## config.mk

```make
export PLATFORM = sky130hd
export DESIGN_NAME = byte_ring_fifo_top
export DESIGN_NICKNAME = d
export VERILOG_FILES = /design/src/hdl/brf_pkg.sv /design/src/hdl/brf_ram.sv /design/src/hdl/brf_front.sv /design/src/hdl/brf_back.sv /design/src/hdl/byte_ring_fifo_top.sv
export SDC_FILE = /design/constraint.sdc
export NUM_CORES = 2
export LEC_CHECK = 0
export ABC_AREA = 1
export CORE_MARGIN = 8
export CORE_UTILIZATION = 40
export CTS_BUF_LIST = sky130_fd_sc_hd__clkbuf_8
export DETAILED_ROUTE_END_ITERATION = 10
export DONT_BUFFER_PORTS = 1
export GPL_TIMING_DRIVEN = 1
export PLACE_DENSITY = 0.5
export SLEW_MARGIN = 10
export SYNTH_ARGS = -nofsm -noshare
export SYNTH_HDL_FRONTEND = slang
export SYNTH_SLANG_ARGS = --single-unit
```

## constraint.sdc

```tcl
create_clock -name clk -period 5.9 [get_ports clk]
set_input_delay 0.885 -clock clk [delete_from_list [all_inputs] [get_ports clk]]
set_output_delay 0.885 -clock clk [all_outputs]
set_load 0.02 [all_outputs]
```

## src/hdl/brf_pkg.sv

```systemverilog
// shared types, constants and helpers for the byte ring fifo
package brf_pkg;

  localparam int SLOTS     = 256;
  localparam int MAX_BURST = 64;
  localparam int PTR_W     = $clog2(SLOTS);
  localparam int HELD_W    = (PTR_W + 1 > 9) ? PTR_W + 1 : 9;
  localparam int BYTE_W    = 8;
  localparam int ACT_W     = 2;
  localparam int CNT_W     = 7;
  localparam int OCC_W     = 8;
  localparam int QDEPTH    = 2;
  localparam int QPTR_W    = $clog2(QDEPTH);
  localparam int QCNT_W    = $clog2(QDEPTH + 1);

  typedef enum logic [ACT_W-1:0] {
    ACT_WRITE = 2'd0,
    ACT_READ  = 2'd1,
    ACT_CLEAR = 2'd2,
    ACT_QUERY = 2'd3
  } brf_act_t;

  typedef enum logic [1:0] {
    ST_IDLE,
    ST_ISSUE,
    ST_WAIT
  } brf_state_t;

  typedef struct packed {
    brf_act_t          act;
    logic [BYTE_W-1:0] wbyte;
    logic [CNT_W-1:0]  count;
  } brf_cmd_t;

  function automatic logic [PTR_W-1:0] ptr_inc(input logic [PTR_W-1:0] p);
    logic [PTR_W-1:0] r;
    r = (p == PTR_W'(SLOTS - 1)) ? '0 : p + 1'b1;
    return r;
  endfunction

  function automatic logic [HELD_W-1:0] held_of(input logic [PTR_W-1:0] wp,
                                                input logic [PTR_W-1:0] rp);
    logic [HELD_W-1:0] h;
    if (wp >= rp) begin
      h = HELD_W'(wp) - HELD_W'(rp);
    end else begin
      h = HELD_W'(wp) + HELD_W'(SLOTS) - HELD_W'(rp);
    end
    return h;
  endfunction

  function automatic logic [OCC_W-1:0] occ_sat(input logic [HELD_W-1:0] h);
    logic [OCC_W-1:0] o;
    o = (h > HELD_W'(255)) ? OCC_W'(255) : OCC_W'(h);
    return o;
  endfunction

endpackage

```

## src/hdl/brf_ram.sv

```systemverilog
// generic single write port ram with registered read
module brf_ram #(
  parameter int WIDTH = 8,
  parameter int DEPTH = 256
) (
  input  logic                     clk,
  input  logic                     we,
  input  logic [$clog2(DEPTH)-1:0] waddr,
  input  logic [WIDTH-1:0]         wdata,
  input  logic                     re,
  input  logic [$clog2(DEPTH)-1:0] raddr,
  output logic [WIDTH-1:0]         rdata
);

  logic [WIDTH-1:0] mem_r [DEPTH];
  logic [WIDTH-1:0] rdata_r;

  always_ff @(posedge clk) begin
    if (we) begin
      mem_r[waddr] <= wdata;
    end
    if (re) begin
      rdata_r <= mem_r[raddr];
    end
  end

  assign rdata = rdata_r;

endmodule

```

## src/hdl/brf_front.sv

```systemverilog
// front end: takes input beats, decodes them and queues commands
module brf_front import brf_pkg::*; (
  input  logic              clk,
  input  logic              rst_n,
  input  logic              in_valid,
  output logic              in_stall,
  input  logic [ACT_W-1:0]  in_action,
  input  logic [BYTE_W-1:0] in_write_byte,
  input  logic [CNT_W-1:0]  in_read_count,
  output logic              cmd_valid,
  output brf_cmd_t          cmd,
  input  logic              cmd_pop
);

  brf_cmd_t          q_r [QDEPTH];
  logic [QPTR_W-1:0] head_r, head_nxt;
  logic [QPTR_W-1:0] tail_r, tail_nxt;
  logic [QCNT_W-1:0] cnt_r, cnt_nxt;
  logic              push;
  brf_cmd_t          dec;

  always_comb begin
    dec.wbyte = in_write_byte;
    dec.count = (in_read_count > CNT_W'(MAX_BURST)) ? CNT_W'(MAX_BURST) : in_read_count;
    unique case (in_action)
      ACT_WRITE: dec.act = ACT_WRITE;
      ACT_READ:  dec.act = ACT_READ;
      ACT_CLEAR: dec.act = ACT_CLEAR;
      default:   dec.act = ACT_QUERY;
    endcase
  end

  assign in_stall  = (cnt_r == QCNT_W'(QDEPTH));
  assign push      = in_valid && !in_stall;
  assign cmd_valid = (cnt_r != '0);
  assign cmd       = q_r[head_r];

  always_comb begin
    head_nxt = head_r;
    tail_nxt = tail_r;
    cnt_nxt  = cnt_r;
    if (push) begin
      tail_nxt = (tail_r == QPTR_W'(QDEPTH - 1)) ? '0 : tail_r + 1'b1;
    end
    if (cmd_pop) begin
      head_nxt = (head_r == QPTR_W'(QDEPTH - 1)) ? '0 : head_r + 1'b1;
    end
    if (push && !cmd_pop) begin
      cnt_nxt = cnt_r + 1'b1;
    end else if (!push && cmd_pop) begin
      cnt_nxt = cnt_r - 1'b1;
    end
  end

  always_ff @(posedge clk) begin
    if (!rst_n) begin
      head_r <= '0;
      tail_r <= '0;
      cnt_r  <= '0;
    end else begin
      head_r <= head_nxt;
      tail_r <= tail_nxt;
      cnt_r  <= cnt_nxt;
    end
  end

  always_ff @(posedge clk) begin
    if (push) begin
      q_r[tail_r] <= dec;
    end
  end

endmodule

```

## src/hdl/brf_back.sv

```systemverilog
// back end: pointers, byte store and result register
module brf_back import brf_pkg::*; (
  input  logic              clk,
  input  logic              rst_n,
  input  logic              cmd_valid,
  input  brf_cmd_t          cmd,
  output logic              cmd_pop,
  output logic              out_valid,
  input  logic              out_stall,
  output logic [BYTE_W-1:0] out_read_byte,
  output logic              out_byte_valid,
  output logic              out_last_of_run,
  output logic [OCC_W-1:0]  out_occupancy,
  output logic              out_overflow
);

  brf_state_t        state_r, state_nxt;
  logic [PTR_W-1:0]  rp_r, rp_nxt;
  logic [PTR_W-1:0]  wp_r, wp_nxt;
  logic [CNT_W-1:0]  rem_r, rem_nxt;
  logic              last_r, last_nxt;

  logic              ov_r, ov_nxt;
  logic [BYTE_W-1:0] ob_r, ob_nxt;
  logic              obv_r, obv_nxt;
  logic              olast_r, olast_nxt;
  logic [OCC_W-1:0]  oocc_r, oocc_nxt;
  logic              oovf_r, oovf_nxt;
  logic              load;

  logic              out_free;
  logic [HELD_W-1:0] held;
  logic              full;
  logic [CNT_W-1:0]  n_rd;
  logic              ram_we, ram_re;
  logic [BYTE_W-1:0] ram_rdata;

  assign out_free = !ov_r || !out_stall;
  assign held     = held_of(wp_r, rp_r);
  assign full     = (held >= HELD_W'(SLOTS - 1));
  assign n_rd     = (HELD_W'(cmd.count) > held) ? CNT_W'(held) : cmd.count;

  // next state
  always_comb begin
    state_nxt = state_r;
    unique case (state_r)
      ST_IDLE: begin
        if (cmd_valid && out_free && cmd.act == ACT_READ && n_rd != '0) begin
          state_nxt = ST_ISSUE;
        end
      end
      ST_ISSUE: begin
        if (out_free) begin
          state_nxt = ST_WAIT;
        end
      end
      ST_WAIT: begin
        state_nxt = last_r ? ST_IDLE : ST_ISSUE;
      end
      default: state_nxt = ST_IDLE;
    endcase
  end

  // datapath and result register
  always_comb begin
    cmd_pop  = 1'b0;
    rp_nxt   = rp_r;
    wp_nxt   = wp_r;
    rem_nxt  = rem_r;
    last_nxt = last_r;
    ram_we   = 1'b0;
    ram_re   = 1'b0;
    load     = 1'b0;
    obv_nxt  = 1'b0;
    ob_nxt   = '0;
    olast_nxt = 1'b1;
    oovf_nxt = 1'b0;
    unique case (state_r)
      ST_IDLE: begin
        if (cmd_valid && out_free) begin
          cmd_pop = 1'b1;
          unique case (cmd.act)
            ACT_WRITE: begin
              load = 1'b1;
              if (full) begin
                oovf_nxt = 1'b1;
              end else begin
                ram_we = 1'b1;
                wp_nxt = ptr_inc(wp_r);
              end
            end
            ACT_READ: begin
              if (n_rd == '0) begin
                load = 1'b1;
              end else begin
                rem_nxt = n_rd;
              end
            end
            ACT_CLEAR: begin
              load   = 1'b1;
              rp_nxt = '0;
              wp_nxt = '0;
            end
            default: load = 1'b1;
          endcase
        end
      end
      ST_ISSUE: begin
        if (out_free) begin
          ram_re   = 1'b1;
          rp_nxt   = ptr_inc(rp_r);
          rem_nxt  = rem_r - 1'b1;
          last_nxt = (rem_r == CNT_W'(1));
        end
      end
      ST_WAIT: begin
        // result register is empty here: nothing loads it while the read is out
        load      = 1'b1;
        obv_nxt   = 1'b1;
        ob_nxt    = ram_rdata;
        olast_nxt = last_r;
      end
      default: ;
    endcase
    oocc_nxt = occ_sat(held_of(wp_nxt, rp_nxt));
    if (load) begin
      ov_nxt = 1'b1;
    end else if (!out_stall) begin
      ov_nxt = 1'b0;
    end else begin
      ov_nxt = ov_r;
    end
  end

  always_ff @(posedge clk) begin
    if (!rst_n) begin
      state_r <= ST_IDLE;
      rp_r    <= '0;
      wp_r    <= '0;
      rem_r   <= '0;
      last_r  <= 1'b0;
      ov_r    <= 1'b0;
    end else begin
      state_r <= state_nxt;
      rp_r    <= rp_nxt;
      wp_r    <= wp_nxt;
      rem_r   <= rem_nxt;
      last_r  <= last_nxt;
      ov_r    <= ov_nxt;
    end
  end

  always_ff @(posedge clk) begin
    if (load) begin
      ob_r    <= ob_nxt;
      obv_r   <= obv_nxt;
      olast_r <= olast_nxt;
      oocc_r  <= oocc_nxt;
      oovf_r  <= oovf_nxt;
    end
  end

  brf_ram #(
    .WIDTH(BYTE_W),
    .DEPTH(SLOTS)
  ) u_ram (
    .clk  (clk),
    .we   (ram_we),
    .waddr(wp_r),
    .wdata(cmd.wbyte),
    .re   (ram_re),
    .raddr(rp_r),
    .rdata(ram_rdata)
  );

  assign out_valid       = ov_r;
  assign out_read_byte   = ob_r;
  assign out_byte_valid  = obv_r;
  assign out_last_of_run = olast_r;
  assign out_occupancy   = oocc_r;
  assign out_overflow    = oovf_r;

endmodule

```

## src/hdl/byte_ring_fifo_top.sv

```systemverilog
// top level of the byte ring fifo
//
//  channel  direction  handshake          payload
//  in_      input      in_valid/in_stall  action, write_byte, read_count
//  out_     output     out_valid/out_stall read_byte, byte_valid, last_of_run,
//                                          occupancy, overflow
//
// write, clear and query each give one result beat from the back end; a read run
// gives one beat per byte, each byte passing through the registered store read into
// the single result register, and no new command is taken until the run is done.
// a two-entry command queue lets input beats be taken while the back end is busy.
// reset is synchronous on rst_n and empties the fifo; the store itself is not cleared.
// out_stall holds the result register and, behind it, the whole back end.
module byte_ring_fifo_top import brf_pkg::*; (
  input  logic              clk,
  input  logic              rst_n,
  input  logic              in_valid,
  output logic              in_stall,
  input  logic [ACT_W-1:0]  in_action,
  input  logic [BYTE_W-1:0] in_write_byte,
  input  logic [CNT_W-1:0]  in_read_count,
  output logic              out_valid,
  input  logic              out_stall,
  output logic [BYTE_W-1:0] out_read_byte,
  output logic              out_byte_valid,
  output logic              out_last_of_run,
  output logic [OCC_W-1:0]  out_occupancy,
  output logic              out_overflow
);

  logic     cmd_valid;
  logic     cmd_pop;
  brf_cmd_t cmd;

  brf_front u_front (
    .clk          (clk),
    .rst_n        (rst_n),
    .in_valid     (in_valid),
    .in_stall     (in_stall),
    .in_action    (in_action),
    .in_write_byte(in_write_byte),
    .in_read_count(in_read_count),
    .cmd_valid    (cmd_valid),
    .cmd          (cmd),
    .cmd_pop      (cmd_pop)
  );

  brf_back u_back (
    .clk            (clk),
    .rst_n          (rst_n),
    .cmd_valid      (cmd_valid),
    .cmd            (cmd),
    .cmd_pop        (cmd_pop),
    .out_valid      (out_valid),
    .out_stall      (out_stall),
    .out_read_byte  (out_read_byte),
    .out_byte_valid (out_byte_valid),
    .out_last_of_run(out_last_of_run),
    .out_occupancy  (out_occupancy),
    .out_overflow   (out_overflow)
  );

endmodule

```

# Yosys cells after proc, flatten, opt, wreduce, memory -nomap -nowiden
# Memory sizes are Yosys's and may differ from the RTL's. A register that Yosys moved wholly into a read port is not among the register bits.
# Index checks and enable logic that the tools add are counted.
# Widths: inputs -> output; s select.
[totals]
ff_bits = 50
latchBits = 0
ramBits = 2082
mem_bits_ro = 0
output_inout_bits = 21
word_cells = 125
n_memories = 2
[classes]
add_sub_neg = 13
mul = 0
n_div = 0
n_lt_le_gt_ge = 6
n_eq_ne = 16
n_shift = 0
muxes = 50
bitwise_logic = 0
reduce_logical = 24
[memory_table]
columns = ["name", "depth", "width", "read_ports", "rd_ports_with_merged_regs", "wr", "line_no", "rtl"]
rows = [
  ["u_back.u_ram.mem_r", 256, 8, 1, 1, 1, "brf_ram.sv:15", "logic [WIDTH-1:0] mem_r [DEPTH];"],
  ["u_front.q_r", 2, 17, 1, 1, 1, "brf_front.sv:15", "brf_cmd_t q_r [QDEPTH];"],
]
[op_table]
columns = ["operator", "count"]
rows = [
  ["$mux 8", 8],
  ["$mux 7", 6],
  ["$pmux 8 s2", 2],
  ["$mux 1", 24],
  ["$add 8x9->9 const B", 2],
  ["$mux 9", 2],
  ["$sub 8x8->9", 2],
  ["$sub 9x8->9", 2],
  ["$add 8x1->8 const B", 2],
  ["$eq 8x8->1 const B", 2],
  ["$ge 8x8->1", 2],
  ["$pmux 7 s2", 1],
  ["$pmux 2 s3", 2],
  ["$ne 2x1->1 const B", 5],
  ["$ge 9x8->1 const B", 1],
  ["$gt 7x9->1", 1],
  ["$gt 9x8->1 const B", 1],
  ["$eq 2x2->1 const B", 4],
  ["$mux 2", 4],
  ["$eq 7x1->1 const B", 1],
  ["$gt 7x7->1 const B", 1],
  ["$logic_not 7->1", 1],
  ["$reduce_bool 7->1", 1],
  ["$sub 7x1->7 const B", 1],
  ["other kinds (14)", 31],
]

# Depth between registers and ports, before layout
[depth]
depth_word = 12
mapped_depth = 34
mapped_depth_nobuf = 30

# Hierarchy
# From an unflattened synthesis, not the netlist that was laid out.
[unflattened]
cells_unflattened = 7611
hier_area_um2 = 88541.2
[modules_own_cells]
columns = ["mod", "instances", "cells_per_inst", "area_each_um2", "seq_area_each_um2"]
rows = [
  ["brf_ram", 1, 7003, 83476.3, 61739.2],
  ["brf_back", 1, 504, 3473.3, 1111.1],
  ["brf_front", 1, 104, 1591.5, 1121.1],
]

# Least setup slack after synthesis
# No wires, ideal clock.
[synth_timing]
path_type = "register to register"
start = "reg u_back.rp_r[2]"
end = "reg u_back.oocc_r[4] (netlist: u_back.out_occupancy[4]) (data pin)"
setup_time_ns = 0.281
t_arrival_ns = 4.322
slack_ns = 1.297
stages_incl_launch_ff = 31
n_path_buf = 4
period_less_slack_ns = 4.603
cell_sequence = "dfxtp_1 -> buf_2 -> inv_1 -> buf_2 -> buf_2 -> buf_1 -> ha_1 -> nand2_1 -> nand2_1 -> nand2_1 -> nand3_2 -> xnor2_1 -> nor2_1 -> nand3_1 -> nand2_2 -> inv_1 -> nand3_1 -> nor2_1 -> nand3b_1 -> inv_1 -> ha_1 -> nand2_1 -> o21ai_1 -> a21oi_1 -> o21bai_1 -> a21oi_1 -> o21ai_1 -> nand2_1 -> nand3b_1 -> xor2_1 -> o21ai_0"
[synth_between]
elab_chain_cells = 11
word_cells_on_any_way = 22
classes_between = "6 x add/sub; 4 x order compare; 1 x eq/ne; 11 x mux"
[synth_rtl]
columns = ["item", "line_no", "rtl"]
rows = [
  ["from (decl)", "brf_back.sv:18", "logic [PTR_W-1:0] rp_r, rp_nxt;"],
  ["from (signal assigned)", "brf_back.sv:145", "rp_r <= rp_nxt;"],
  ["$sub 9x8->9, or another cell as far along", "brf_pkg.sv:47", "h = HELD_W'(wp) + HELD_W'(SLOTS) - HELD_W'(rp);"],
  ["$mux 9 *", "brf_pkg.sv:44", "if (wp >= rp) begin"],
  ["$ge 9x8->1 *", "brf_back.sv:40", "assign full = (held >= HELD_W'(SLOTS - 1));"],
  ["$mux 8 *", "brf_back.sv:85", "if (full) begin"],
  ["$pmux 8 s2 *", "brf_back.sv:82", "unique case (cmd.act)"],
  ["$mux 8 *", "brf_back.sv:80", "if (cmd_valid && out_free) begin"],
  ["$mux 8 *", "brf_back.sv:78", "unique case (state_r)"],
  ["via u_back.wp_nxt[2]", "brf_back.sv:19", "logic [PTR_W-1:0] wp_r, wp_nxt;"],
  ["$add 8x9->9", "brf_pkg.sv:47", ""],
  ["$sub 9x8->9", "brf_pkg.sv:47", ""],
  ["$mux 9 *", "brf_pkg.sv:44", ""],
  ["$gt 9x8->1", "brf_pkg.sv:54", "o = (h > HELD_W'(255)) ? OCC_W'(255) : OCC_W'(h);"],
  ["to (signal assigned)", "brf_back.sv:158", "oocc_r <= oocc_nxt;"],
  ["to (decl)", "brf_back.sv:27", "logic [OCC_W-1:0] oocc_r, oocc_nxt;"],
]
# Mark *: on every way through the listed nets, which the timed path passes. The rest lies on a longest branch.
# A chain may end at the register's enable or synchronous reset.

# Worst setup path in the final report
[layout_timing]
start = "reg u_back.rp_r[7]"
end = "mem u_back.u_ram.mem_r[199][0], enable pin"
[layout_between]
elab_chain_cells = 9
word_cells_on_any_way = 11
classes_between = "2 x add/sub; 2 x order compare; 7 x mux"
[layout_rtl]
columns = ["item", "line_no", "rtl"]
rows = [
  ["$sub 9x8->9, or another cell as far along", "brf_pkg.sv:47", ""],
  ["$mux 9 *", "brf_pkg.sv:44", ""],
  ["$ge 9x8->1 *", "brf_back.sv:40", ""],
  ["$mux 1 *", "brf_back.sv:85", ""],
  ["$mux 1 *", "brf_back.sv:82", ""],
  ["$mux 1 *", "brf_back.sv:80", ""],
  ["$mux 1 *", "brf_back.sv:78", ""],
  ["$mux 1 *", "brf_ram.sv:19", "if (we) begin"],
  ["$mux 1 (not written as such) *", "brf_ram.sv:20", "mem_r[waddr] <= wdata;"],
  ["to (decl)", "brf_ram.sv:15", ""],
]
# Every way passes the cells marked *; elsewhere a longest branch is shown, timed or not.

==> flow_metrics.py <==
metrics = {
    "outcome": {
        "status": "complete, no violations",
    },
    "grt": {
        "antenna_found_initial": 5,
        "grt_start_max_net_pins": 183,
        "grt_pass1_vias": 55100,
        "grt_first_pass_wirelength_um": 382000,
        "grt_usage_pct": 22.0,
        "grt-ovfl-total": 0,
    },
    "clock_network": {
        "cts_buffers": 373,
        "cts_tree": "done",
        "clkTransAtPathRegs_ns": 0.06,
        "post_cts_resized": 0,
        "clock_path_buffers": 4,
        "cts_max_level": 5,
        "clock_sinks": 2141,
        "cts_root_buffer": "clkbuf_8",
        "clock_latency_ns": 1.08,
    },
    "finish": {
        "syn_to_final_growth_pct": 10.7,
        "drive_gt1_share_pct": 8.55,
        "final_common_cell": "edfxtp_1",
        "layout_common_cells": "edfxtp_1, nor2_1, o21ai_0, o22ai_1, clkbuf_8",
        "final_cells": 9970,
        "postLayoutCellArea_sq_um": 95600,
        "fin_nets": 6912,
    },
    "power_and_ir_drop": {
        "vdd_ir_drop_max_uv": 399,
        "cellLeakagePower_nw": 31.4,
        "power_density_nw_per_um2": 398,
    },
    "placement": {
        "place_area_sq_um": 89000,
        "portBuffers": 0,
        "place_ws_ns": 0.489,
        "gp_congestion": 0.862,
        "dp.cells": 9305,
        "hpwl_um": 144000,
    },
    "setup_path": {
        "start_kind": "register",
        "rr_worst_depth": 16,
        "crit_top_cell": "nand2_1",
        "cp-endpoint": "u_back.u_ram.mem_r[199][0]$_DFFE_PP_",
        "critical_path_depth": 16,
        "r2r_slack_ns": 0.49,
        "crit_buf_inv": 3,
        "slowest_stage": "nor2_1",
        "crit_path_max_fanout": 16,
        "reg2reg_from": "u_back.rp_r[7]$_SDFF_PN0_",
        "critPathRequiredTime_ns": 6.53,
        "crit_chain": "clkinv_1, ha_1, nand2_1, nor2_1, nand2_1, nand2_1, nor2_1, nand3_1, nand2_1, inv_2, nand2_2, nor2_4, inv_2, nor2_2, nand2_1, nor2_1",
        "max_stage_delay_ns": 0.86,
        "critical_path_class": "register to register",
        "rr_endpoint": "u_back.u_ram.mem_r[199][0]$_DFFE_PP_",
        "crit_arrival_ns": 6.04,
        "crit_family": "simple AND/OR/NAND/NOR gates",
        "worst_setup_path_end_kind": "register",
        "critPathLaunch": "u_back.rp_r[7]$_SDFF_PN0_",
    },
    "timing": {
        "tns_ns": 0,
        "maxSlewViolCount": 0,
        "whs_ns": 0.126,
        "period_share_pct": 91.7,
        "finalHoldViolCount": 0,
        "layout_setup_ws_ns": 0.487,
        "timing.fmax_mhz": 185,
        "fin_worst_skew_ns": 0.0974,
        "worst_pin_slew_ns": 1.24,
        "timing.final.crit_period_ns": 5.41,
        "setup_viol": 0,
        "rsz0062_at_grt": "no",
        "slew-limit-headroom_pct": 17.5,
    },
    "logic_synthesis": {
        "yosysTopAreaCell": "edfxtp_1",
        "synth-edff-count": 2109,
        "async_flop_share_pct": 0,
        "synth_nets": 6910,
        "seq_area_frac_synth_pct": 74.0,
        "avgSynthCellArea_sq_um": 12.6,
        "ys_warn_count": 0,
        "syn_area_sq_um": 86400,
        "synth_area_leaders": "edfxtp_1, o21ai_0, nor2_1",
        "postSynthCellCount": 6856,
        "synth_top_cell_area_share_pct": 73.3,
        "ys_dominant_reg_cell": "edfxtp_1",
        "yosys.cell_types.count": 52,
        "ys_ff_latch": 2141,
    },
    "routing": {
        "dr.pass1.iters": 6,
        "vias": 56100,
        "drt_wl_total_um": 262000,
        "ant_nets": 0,
        "drc_errors": 0,
        "wl_per_cell_um": 26.3,
        "vias_per_cell": 5.63,
        "drtIter0Drc": 5521,
    },
    "floorplan": {
        "io_pins": 42,
        "coreArea_sq_um": 215000,
        "rows": 170,
        "die_y_um": 481,
        "die_w_um": 481,
        "die-area_sq_um": 231000,
        "start_util_pct": 40.3,
    },
    "worst_hold_path": {
        "whs_path_depth": 2,
        "hold_class": "primary input to register",
    },
    "run": {
        "cap_viol_max_count": 0,
    },
}
final cells by class:
type / instances / area, sq um
antenna: 13 / 32.5
clock buffer: 381 / 5240
clock inverter: 255 / 1170
fill: 19700 / 119000
inverter: 133 / 533
multi-input combinational: 4097 / 19900
sequential: 2141 / 64000
tap: 2838 / 3550
timing repair buffer: 112 / 1180
synth_stat cells, types with 23 or more instances:
cell	n
edfxtp_1	2109
nor2_1	1620
o21ai_0	1265
o22ai_1	607
clkbuf_1	335
nand2_1	257
inv_1	122
buf_2	95
nand3_1	69
a21oi_1	66
dfxtp_1	32
ha_1	31
buf_4	30
mux2_2	27
mux2i_1	23
layer usage:
| metal | global-route usage (%) | routed length [um] |
|---|---|---|
| met1 | 30.2 | 113000 |
| met2 | 35.7 | 124000 |
| met3 | 3.43 | 15800 |
| met4 | 8.11 | 9520 |
| met5 | 0 | 0 |
repair_timing:
item / CTS / global route
hold buffers: 16 / 0
endpoints found under the hold margin: 47 / 0
buffers inserted: 0 / 0
how the worst min path moves through the flow:
stage | start | to | slack [ns]
2_1_floorplan | u_front.head_r$_SDFFE_PN0P_ | register | 0.46
3_3_place_gp | u_front.head_r$_SDFFE_PN0P_ | u_front.head_r$_SDFFE_PN0P_ | 0.48
3_5_place_dp | u_front.head_r$_SDFFE_PN0P_ | u_front.head_r$_SDFFE_PN0P_ | 0.48
4_1_cts | in_read_count[2] | u_front.q_r[0][2]$_DFFE_PP_ | 0.008
5_1_grt | in_read_count[2] | u_front.q_r[0][2]$_DFFE_PP_ | 0.05
6_report | in_read_count[2] | u_front.q_r[1][2]$_DFFE_PP_ | 0.13
cells by family after synthesis:
kind of cell	after synthesis	share of synthesized area, %
mux	50	0.618
xor+xnor	14	0.142
buf+inv	618	3.09
fa+ha+maj	33	0.495
flops	2141	74.0
simple gates	1991	8.94
compound gates	2009	12.7
power by group:
| part | internal, mW | total [mW] | switching [mW] |
|---|---|---|---|
| logic | 1.73 | 7.60 | 5.87 |
| registers | 18.2 | 18.4 | 0.198 |
| clock network | 6.17 | 12.1 | 5.96 |
registers in the layout, summed over array words and instances (netlist names), named ones only:
signal,flops
u_back.out_valid,1
u_front.q_r,34
u_front.head_r,1
u_back.rem_r,7
u_back.u_ram.mem_r,2048
u_back.u_ram.rdata,8
u_back.out_overflow,1
u_back.wp_r,8
u_front.cnt_r,2
u_front.tail_r,1
u_back.out_byte_valid,1
u_back.state_r,2
u_back.rp_r,8
u_back.last_r,1
u_back.out_last_of_run,1
u_back.out_occupancy,8
u_back.out_read_byte,8
stage by stage:
stage | utilization [%] | power, mW
floorplan | - | 23.4
global placement | 41.5 | 26.3
detailed placement | 41.5 | 26.3
CTS | 44.6 | 38.5
global route | 44.6 | 39.7
finish | 44.6 | 38.1
Note: power is estimated with default switching activity, not from simulation.
